`config.mk`:
```
export PLATFORM = sky130hd
export DESIGN_NAME = command_packet_deframer_core
export DESIGN_NICKNAME = d
export VERILOG_FILES = /design/src/cpd_pkg.sv /design/src/cpd_front.sv /design/src/cpd_queue.sv /design/src/cpd_back.sv /design/src/command_packet_deframer_core.sv
export SDC_FILE = /design/constraint.sdc
export NUM_CORES = 1
export LEC_CHECK = 0
export BUFFER_PORTS_ARGS = -buffer_cell sky130_fd_sc_hd__buf_2
export CORE_AREA = 2 2 312 190
export CTS_BUF_LIST = sky130_fd_sc_hd__clkbuf_4 sky130_fd_sc_hd__clkbuf_8
export DETAILED_ROUTE_END_ITERATION = 7
export DIE_AREA = 0 0 314 192
export HOLD_SLACK_MARGIN = 0.12
export PLACE_DENSITY = 0.52
export SYNTH_ARGS = -nofsm -noshare
export SYNTH_HDL_FRONTEND = slang
export SYNTH_SLANG_ARGS = --single-unit
```
`constraint.sdc`:
```
create_clock -name clk -period 14.34 [get_ports clk]
set_input_delay 0 -clock clk [delete_from_list [all_inputs] [get_ports clk]]
set_output_delay 0 -clock clk [all_outputs]
set_load 0.01 [all_outputs]
```
`src/cpd_pkg.sv`:
```
// Shared types and constants of the command packet deframer.
// Used by the front end, the command queue, the output stage and the top level.
package cpd_pkg;

  localparam int HDR_SIZE          = 6;
  localparam int MAX_PAYLOAD_BYTES = 512;
  localparam int HDR_W             = HDR_SIZE * 8;
  localparam int HCNT_W            = 3;
  localparam int LEN_W             = 10;
  localparam int CFG_W             = 11;
  localparam int QUEUE_DEPTH       = 8;
  localparam int QUEUE_AW          = $clog2(QUEUE_DEPTH);

  localparam logic [31:0] SYNC_MARKER = 32'hAAAA_AAAA;

  localparam logic CFG_COMMAND_ID  = 1'b0;
  localparam logic CFG_MAX_PAYLOAD = 1'b1;

  typedef enum logic [1:0] {
    PH_HUNT    = 2'd0,
    PH_HEADER  = 2'd1,
    PH_PAYLOAD = 2'd2
  } phase_t;

  typedef struct packed {
    logic             is_header;
    logic             last;
    logic [HDR_W-1:0] data;
  } q_entry_t;

endpackage

```
`src/cpd_front.sv`:
```
// Front end: sync hunt, header collection and check, payload classification.
// Pushes one queue entry per forwarded header or payload byte; uses cpd_pkg.
module cpd_front import cpd_pkg::*; (
  input  logic             clk,
  input  logic             rst,
  input  logic             cfg_we,
  input  logic             cfg_index,
  input  logic [CFG_W-1:0] cfg_data,
  input  logic             in_valid,
  input  logic [7:0]       in_byte,
  output logic             in_ready,
  input  logic             q_full,
  output logic             q_push,
  output q_entry_t         q_entry
);

  logic [10:0]       command_id;
  logic [10:0]       max_payload;
  phase_t            phase, phase_next;
  logic [31:0]       sync_shift;
  logic [7:0]        header_store [HDR_SIZE];
  logic [HCNT_W-1:0] header_count;
  logic [LEN_W-1:0]  payload_count;
  logic [LEN_W-1:0]  payload_length;

  logic              in_fire;
  logic [31:0]       sync_cat;
  logic              sync_hit;
  logic              hdr_wr;
  logic [HCNT_W-1:0] hcnt_inc;
  logic              hdr_done;
  logic [7:0]        hdr_view [HDR_SIZE];
  logic [10:0]       hdr_id;
  logic [15:0]       hdr_len;
  logic              hdr_ok;
  logic [LEN_W-1:0]  pcnt_inc;
  logic              pay_end;
  logic [HDR_W-1:0]  hdr_flat;

  assign in_ready = !q_full;
  assign in_fire  = in_valid && in_ready;

  assign sync_cat = {sync_shift[23:0], in_byte};
  assign sync_hit = (sync_cat == SYNC_MARKER);

  assign hdr_wr   = (header_count < HCNT_W'(HDR_SIZE));
  assign hcnt_inc = hdr_wr ? header_count + HCNT_W'(1) : header_count;
  assign hdr_done = (hcnt_inc >= HCNT_W'(HDR_SIZE));

  always_comb begin
    for (int i = 0; i < HDR_SIZE; i++) begin
      hdr_view[i] = (hdr_wr && header_count == HCNT_W'(i)) ? in_byte : header_store[i];
      hdr_flat[i*8 +: 8] = hdr_view[i];
    end
  end

  assign hdr_id  = {hdr_view[0][2:0], hdr_view[1]};
  assign hdr_len = {hdr_view[4], hdr_view[5]};
  assign hdr_ok  = (hdr_len != 16'd0) && (hdr_len <= {5'd0, max_payload})
                && (hdr_len <= 16'(MAX_PAYLOAD_BYTES)) && (hdr_id == command_id);

  assign pcnt_inc = payload_count + LEN_W'(1);
  assign pay_end  = (pcnt_inc >= payload_length);

  always_comb begin
    phase_next = phase;
    if (in_fire) begin
      unique case (phase)
        PH_HUNT:    if (sync_hit) phase_next = PH_HEADER;
        PH_HEADER:  if (hdr_done) phase_next = hdr_ok ? PH_PAYLOAD : PH_HUNT;
        PH_PAYLOAD: if (pay_end) phase_next = PH_HUNT;
        default:    phase_next = PH_HUNT;
      endcase
    end
  end

  always_comb begin
    q_push  = 1'b0;
    q_entry = '0;
    unique case (phase)
      PH_HEADER: begin
        q_push            = in_fire && hdr_done && hdr_ok;
        q_entry.is_header = 1'b1;
        q_entry.data      = hdr_flat;
      end
      PH_PAYLOAD: begin
        q_push       = in_fire;
        q_entry.last = pay_end;
        q_entry.data = HDR_W'(in_byte);
      end
      default: begin
        q_push = 1'b0;
      end
    endcase
  end

  always_ff @(posedge clk) begin
    if (rst) begin
      command_id  <= '0;
      max_payload <= 11'(MAX_PAYLOAD_BYTES);
    end else if (cfg_we) begin
      unique case (cfg_index)
        CFG_COMMAND_ID:  command_id  <= cfg_data[10:0];
        CFG_MAX_PAYLOAD: max_payload <= {1'b0, cfg_data[9:0]};
        default:         command_id  <= command_id;
      endcase
    end
  end

  always_ff @(posedge clk) begin
    if (rst) begin
      phase          <= PH_HUNT;
      sync_shift     <= '0;
      header_count   <= '0;
      payload_count  <= '0;
      payload_length <= '0;
    end else if (in_fire) begin
      phase <= phase_next;
      unique case (phase)
        PH_HUNT: begin
          sync_shift <= sync_hit ? 32'd0 : sync_cat;
          if (sync_hit) header_count <= '0;
        end
        PH_HEADER: begin
          header_count <= hdr_done ? '0 : hcnt_inc;
          if (hdr_done && hdr_ok) begin
            payload_length <= hdr_len[LEN_W-1:0];
            payload_count  <= '0;
          end
        end
        PH_PAYLOAD: begin
          payload_count <= pay_end ? '0 : pcnt_inc;
          if (pay_end) payload_length <= '0;
        end
        default: begin
          sync_shift <= '0;
        end
      endcase
    end
  end

  always_ff @(posedge clk) begin
    if (in_fire && phase == PH_HEADER && hdr_wr) begin
      for (int i = 0; i < HDR_SIZE; i++) begin
        if (header_count == HCNT_W'(i)) header_store[i] <= in_byte;
      end
    end
  end

endmodule

```
`src/cpd_queue.sv`:
```
// Command queue between front end and output stage.
// Small first-word-fall-through queue of q_entry_t; uses cpd_pkg.
module cpd_queue import cpd_pkg::*; (
  input  logic     clk,
  input  logic     rst,
  input  logic     push,
  input  q_entry_t push_entry,
  output logic     full,
  input  logic     pop,
  output logic     empty,
  output q_entry_t head
);

  q_entry_t            slots [QUEUE_DEPTH];
  logic [QUEUE_AW-1:0] wr_ptr;
  logic [QUEUE_AW-1:0] rd_ptr;
  logic [QUEUE_AW:0]   count;
  logic                do_push;
  logic                do_pop;

  assign full    = (count == (QUEUE_AW+1)'(QUEUE_DEPTH));
  assign empty   = (count == '0);
  assign do_push = push && !full;
  assign do_pop  = pop && !empty;
  assign head    = slots[rd_ptr];

  always_ff @(posedge clk) begin
    if (rst) begin
      wr_ptr <= '0;
      rd_ptr <= '0;
      count  <= '0;
    end else begin
      if (do_push) wr_ptr <= wr_ptr + QUEUE_AW'(1);
      if (do_pop) rd_ptr <= rd_ptr + QUEUE_AW'(1);
      priority if (do_push && !do_pop) count <= count + (QUEUE_AW+1)'(1);
      else if (do_pop && !do_push) count <= count - (QUEUE_AW+1)'(1);
    end
  end

  always_ff @(posedge clk) begin
    if (do_push) slots[wr_ptr] <= push_entry;
  end

endmodule

```
`src/cpd_back.sv`:
```
// Output stage: expands header entries into six beats, passes payload beats.
// Registered output toward the stream master; uses cpd_pkg.
module cpd_back import cpd_pkg::*; (
  input  logic       clk,
  input  logic       rst,
  input  logic       q_empty,
  input  q_entry_t   q_head,
  output logic       q_pop,
  output logic       out_valid,
  input  logic       out_ready,
  output logic [7:0] out_byte,
  output logic       out_header,
  output logic       out_last
);

  logic [HCNT_W-1:0] hdr_idx;
  logic              can_load;
  logic              load;
  logic              hdr_final;
  logic [7:0]        sel_byte;

  assign can_load  = !out_valid || out_ready;
  assign load      = can_load && !q_empty;
  assign hdr_final = (hdr_idx == HCNT_W'(HDR_SIZE - 1));
  assign q_pop     = load && (!q_head.is_header || hdr_final);

  always_comb begin
    sel_byte = q_head.data[7:0];
    if (q_head.is_header) begin
      for (int i = 0; i < HDR_SIZE; i++) begin
        if (hdr_idx == HCNT_W'(i)) sel_byte = q_head.data[i*8 +: 8];
      end
    end
  end

  always_ff @(posedge clk) begin
    if (rst) begin
      out_valid <= 1'b0;
      hdr_idx   <= '0;
    end else begin
      if (can_load) out_valid <= !q_empty;
      if (load && q_head.is_header) hdr_idx <= hdr_final ? '0 : hdr_idx + HCNT_W'(1);
    end
  end

  always_ff @(posedge clk) begin
    if (load) begin
      out_byte   <= sel_byte;
      out_header <= q_head.is_header;
      out_last   <= q_head.last;
    end
  end

endmodule

```
`src/command_packet_deframer_core.sv`:
```
// Top level of the command packet deframer.
// Instantiates cpd_front, cpd_queue and cpd_back; uses cpd_pkg.
//
// Usage:
//   s_* channel: one received byte per beat in s_tdata.
//   m_* channel: forwarded bytes of accepted packets. m_tuser marks the six
//     header bytes, m_tlast marks the final payload byte.
//   cfg_we/cfg_index/cfg_data: index 0 is command_id, index 1 is max_payload.
//     Write only while the block is idle.
// The front end hunts for the 0xAAAAAAAA marker, collects the six header bytes
// and checks id and length. An accepted header enters the queue as one entry
// that the output stage expands into six beats; each payload byte is one entry.
// Throughput: one input byte per cycle while the eight-entry queue has room.
// The six-beat header burst backs the queue up by five entries, which the
// sync and header bytes of the next packet (ten beats, one entry) drain again.
// With the queue empty, an accepted payload byte is written into a queue slot and
// then loaded into the output register that raises m_tvalid; header beats follow the sixth header byte.
// Reset: phase goes to hunt, shift register and counters clear, queue empties,
//   command_id resets to 0 and max_payload to 512.
// Receiver stall: the output register holds; the queue fills, then s_tready drops.
module command_packet_deframer_core import cpd_pkg::*; (
  input  logic             clk,
  input  logic             rst,
  input  logic             cfg_we,
  input  logic             cfg_index,
  input  logic [CFG_W-1:0] cfg_data,
  input  logic             s_tvalid,
  output logic             s_tready,
  input  logic [7:0]       s_tdata,   // [7:0] rx_byte
  output logic             m_tvalid,
  input  logic             m_tready,
  output logic [7:0]       m_tdata,   // [7:0] out_byte
  output logic             m_tuser,   // [0] is_header
  output logic             m_tlast
);

  logic     q_full;
  logic     q_push;
  q_entry_t q_in;
  logic     q_pop;
  logic     q_empty;
  q_entry_t q_head;

  cpd_front u_front (
    .clk       (clk),
    .rst       (rst),
    .cfg_we    (cfg_we),
    .cfg_index (cfg_index),
    .cfg_data  (cfg_data),
    .in_valid  (s_tvalid),
    .in_byte   (s_tdata),
    .in_ready  (s_tready),
    .q_full    (q_full),
    .q_push    (q_push),
    .q_entry   (q_in)
  );

  cpd_queue u_queue (
    .clk        (clk),
    .rst        (rst),
    .push       (q_push),
    .push_entry (q_in),
    .full       (q_full),
    .pop        (q_pop),
    .empty      (q_empty),
    .head       (q_head)
  );

  cpd_back u_back (
    .clk        (clk),
    .rst        (rst),
    .q_empty    (q_empty),
    .q_head     (q_head),
    .q_pop      (q_pop),
    .out_valid  (m_tvalid),
    .out_ready  (m_tready),
    .out_byte   (m_tdata),
    .out_header (m_tuser),
    .out_last   (m_tlast)
  );

endmodule

```
==> reports/qor.csv <==
stage,metric,value,unit
placed_design,Post-DP Area,23900,µm²
route,vias per cell,5.53,
sta,fmax,0.171,GHz
floorplan,Row Count,68,
worst_setup_path,cell-by-cell trace of the critical path,"inv_1, ha_1, nand3b_1, mux2i_1, inv_1, ha_1, a21oi_1, a2bb2oi_1, a21oi_1, a2111oi_0, nand4_1, o21a_1, inv_2, ha_1, inv_1, ha_1, a21o_1, a21oi_1, xnor2_1, or3_1, a21oi_1",
worst_setup_path,slowest CP cell,o21a_1,
logic_synthesis,Yosys warnings,0,
finish,area grow syn2layout,13.5,%
global_routing,largest net degree at the start of global routing,65,
power,combinational power share,0.018,
power,Pwr Density,115,nW/µm²
clocking,# Post-CTS Setup Buffers,0,
sta,TNS Setup,0,ns
logic_synthesis,Post-synth EDFFs,458,
sta,RSZ-0062 raised after global routing,no,
placed_design,Detailed Place HPWL,35.1,mm
logic_synthesis,Unique masters post-synth,64,
route,initial DRC count,1485,
clocking,"Clk Latency, worst-skew pair",0.65,ns
sta,fin crit share,0.407,
power,Leak,7.71,nW
clocking,post-cts sizing count,0,
power,power share of the clock group,0.412,
global_routing,Tot GR Track Use,0.198,
route,Via Count,13300,
worst_setup_path,CP endpoint,u_queue.count[3],
floorplan,Die W,314,µm
finish,share of cells above drive strength 1,0.197,
power,Peak supply drop,0.0643,mV
sta,"Min Clock Period, post-route",5.84,ns
worst_setup_path,Crit. Startpoint,u_front.header_count[1],
worst_setup_path,worst flop-to-flop path endpoint,u_queue.count[3],
route,post-route ant nets,0,
power,Psw,0.000636,W
sta,Slew Limit Headroom,0.124,
logic_synthesis,Mapped Cells,1474,
power,Cell Int Power,0.00235,W
global_routing,vias in the first global route,13000,
logic_synthesis,cell area after synthesis,22800,µm²
route,drc violations,0,
finish,fin nets,1637,
logic_synthesis,register area share after synthesis,0.679,
worst_hold_path,worst min-delay path class,input port to flop,
logic_synthesis,fraction of registers with async set/reset,0,
route,TritonRoute pass-1 iters,5,
floorplan,boundary pin count,37,
sta,number of hold violations in the final report,0,
power,Sw Share,0.213,
sta,max-slew violations,0,
clocking,Num CTS Buffers,80,
logic_synthesis,Post-Syn Area per Cell,15.5,µm²
logic_synthesis,Synthesized Nets,1535,
floorplan,die area,60300,µm²
worst_setup_path,WP depth,21,
worst_setup_path,Reg2Reg Setup Slack,8.50,ns
outcome,status,"complete, no violations",
worst_setup_path,maximum fanout along the worst path,11,
clocking,clk buf depth,3,
global_routing,global route overflow,0,
worst_setup_path,worst path arrival time,6.41,ns
clocking,CTS tree,yes,
floorplan,area of the core,57300,µm²
worst_setup_path,crit path kind,flop to flop,
clocking,CTS clock-pin slew for the worst setup and hold paths,0.07,ns
finish,FILL cells,5020,
worst_setup_path,CP required,14.91,ns
floorplan,Starting Density,0.398,
sta,# setup viols final,0,
placed_design,Port Buffers,36,
logic_synthesis,"Top FF cell, synth",edfxtp_1,
clocking,H-tree depth,3,
clocking,Sink Count,545,
global_routing,first-pass GRT wire length,87.4,mm
global_routing,initial antenna violation count,0,
clocking,root buffer cell,clkbuf_8,
finish,most frequent cells in the layout,"edfxtp_1 (458), nand2_1 (154), mux4_2 (100), a21oi_1 (91), clkbuf_8 (89)",
worst_setup_path,CP Launch Type,flop,
worst_setup_path,Worst Path Buf+Inv,4,
finish,Ant. Diodes,0,
route,Detailed Route WL,59.1,mm
worst_setup_path,Critical Path Max Stage Delay,0.65,ns
worst_setup_path,Worst R2R Path Depth,21,
finish,"commonest non-fill, non-tap cell in the layout",edfxtp_1,
power,Sequential Power Share,0.571,
flow_run,total of max-cap violations,0,
worst_setup_path,Critical Path Sink Type,flop,
clocking,CTS Hold Bufs,48,
sta,measured slew at the worst slew-check pin,1.31,ns
placed_design,gpl congestion,0.846,
floorplan,die height,192,µm
sta,skew final,0.0269,ns
finish,design area,25900,µm²
worst_setup_path,Crit path max-delay family,compound AO/OA/AOI/OAI gates,
route,Wirelength per Cell,24.5,µm
logic_synthesis,Yosys reg bits,545,
worst_setup_path,RR Startpoint,u_front.header_count[1],
## how the worst min path moves through the flow
stage                  from                          to  depth (start not counted)
2_1_floorplan    s_tdata[0]  u_front.header_store[0][0]                          0
3_3_place_gp    cfg_data[1]      u_front.max_payload[1]                          3
3_5_place_dp   cfg_data[10]      u_front.command_id[10]                          3
4_1_cts         cfg_data[3]       u_front.command_id[3]                          4
5_1_grt         cfg_data[9]       u_front.command_id[9]                          4
6_report        cfg_data[6]      u_front.max_payload[6]                          4
## cell families (layout without fill, tap and decap cells)
group	Yosys count	count (layout)	share of synthesized area
flops	545	545	0.679
simple gates	339	339	0.0723
compound gates	204	204	0.0546
mux	194	194	0.141
buf+inv	131	295	0.0235
fa+ha+maj	36	36	0.0201
xor+xnor	25	25	0.00960
## state kept, by name (all words and copies together), names as in the netlist, 4 cells and up, named ones only
register	flops
u_front.command_id	11
u_front.sync_shift	24
u_front.payload_count	10
u_back.out_byte	8
u_front.header_store	48
u_front.payload_length	10
u_queue.count	4
u_queue.slots	400
u_front.max_payload	10
## layout make-up
| cell class | count | area (µm²) | area share |
|---|---|---|---|
| well taps | 770 | 963 | 0.0372 |
| inverters | 45 | 169 | 0.00652 |
| multi-input cells | 798 | 6880 | 0.266 |
| clock buffers | 112 | 1400 | 0.0540 |
| flip-flops and latches | 545 | 15500 | 0.599 |
| repair buffers | 106 | 838 | 0.0324 |
| clock inverters | 32 | 143 | 0.00551 |
## synthesized netlist by cell type, drive strengths merged, types with 5 or more instances
cell type / number / share of area
nor2: 58 / 0.0095
clkbuf: 52 / 0.0086
o211ai: 12 / 0.0042
and2: 5 / 0.0014
o32ai: 9 / 0.0035
o21ai: 37 / 0.0081
nor3: 6 / 0.0013
a22o: 5 / 0.0019
xor2: 14 / 0.0054
ha: 35 / 0.019
mux2: 13 / 0.0064
inv: 45 / 0.0074
dfxtp: 87 / 0.076
and3: 6 / 0.0016
a21oi: 91 / 0.020
or2: 5 / 0.0014
mux2i: 81 / 0.036
mux4: 100 / 0.099
nand4: 6 / 0.0016
or4b: 9 / 0.0039
o22ai: 9 / 0.0025
xnor2: 11 / 0.0042
nor2b: 13 / 0.0036
nor4: 9 / 0.0027
nand3: 37 / 0.0081
o2111ai: 7 / 0.0027
a211oi: 9 / 0.0030
buf: 34 / 0.0076
nand2b: 9 / 0.0031
nand2: 154 / 0.025
edfxtp: 458 / 0.60
## power by group through the flow
| stage | clock network (W) | registers (W) | logic, W |
|---|---|---|---|
| after floorplan | 0 | 0.00174 | 0.0000235 |
| final | 0.00123 | 0.00170 | 0.0000525 |
| after global routing | 0.00133 | 0.00170 | 0.0000562 |
| after detailed placement | 0 | 0.00174 | 0.0000419 |
| after CTS | 0.00126 | 0.00170 | 0.0000515 |
| after global placement | 0 | 0.00174 | 0.0000420 |
## layer usage
layer,vias up,GRT usage,routed length [µm]
met5,-,0,0
met4,0,0.0421,813
met3,77,0.0424,4170
met2,456,0.267,24100
met1,6882,0.322,30000
li1,5896,-,-
## tightest hold or removal path, cell delays in order
cell,delay [ns]
dlygate4sd3_1,0.53
buf_2,0.15
nand2_1,0.06
a21oi_1,0.05
## metrics by stage
| step | setup slack, ns | utilization | instances | hold slack [ns] | power, W |
|---|---|---|---|---|---|
| floorplan | 5.37 | - | 1474 | 0.0989 | 0.00176 |
| global placement | 8.82 | 0.417 | 2216 | 0.261 | 0.00178 |
| detailed placement | 8.68 | 0.417 | 2216 | 0.265 | 0.00178 |
| CTS | 8.60 | 0.452 | 2408 | 0.122 | 0.00301 |
| global route | 8.15 | 0.452 | 2408 | 0.165 | 0.00308 |
| finish | 8.50 | 0.452 | 2408 | 0.180 | 0.00298 |
(Power assumes the default switching activity.)
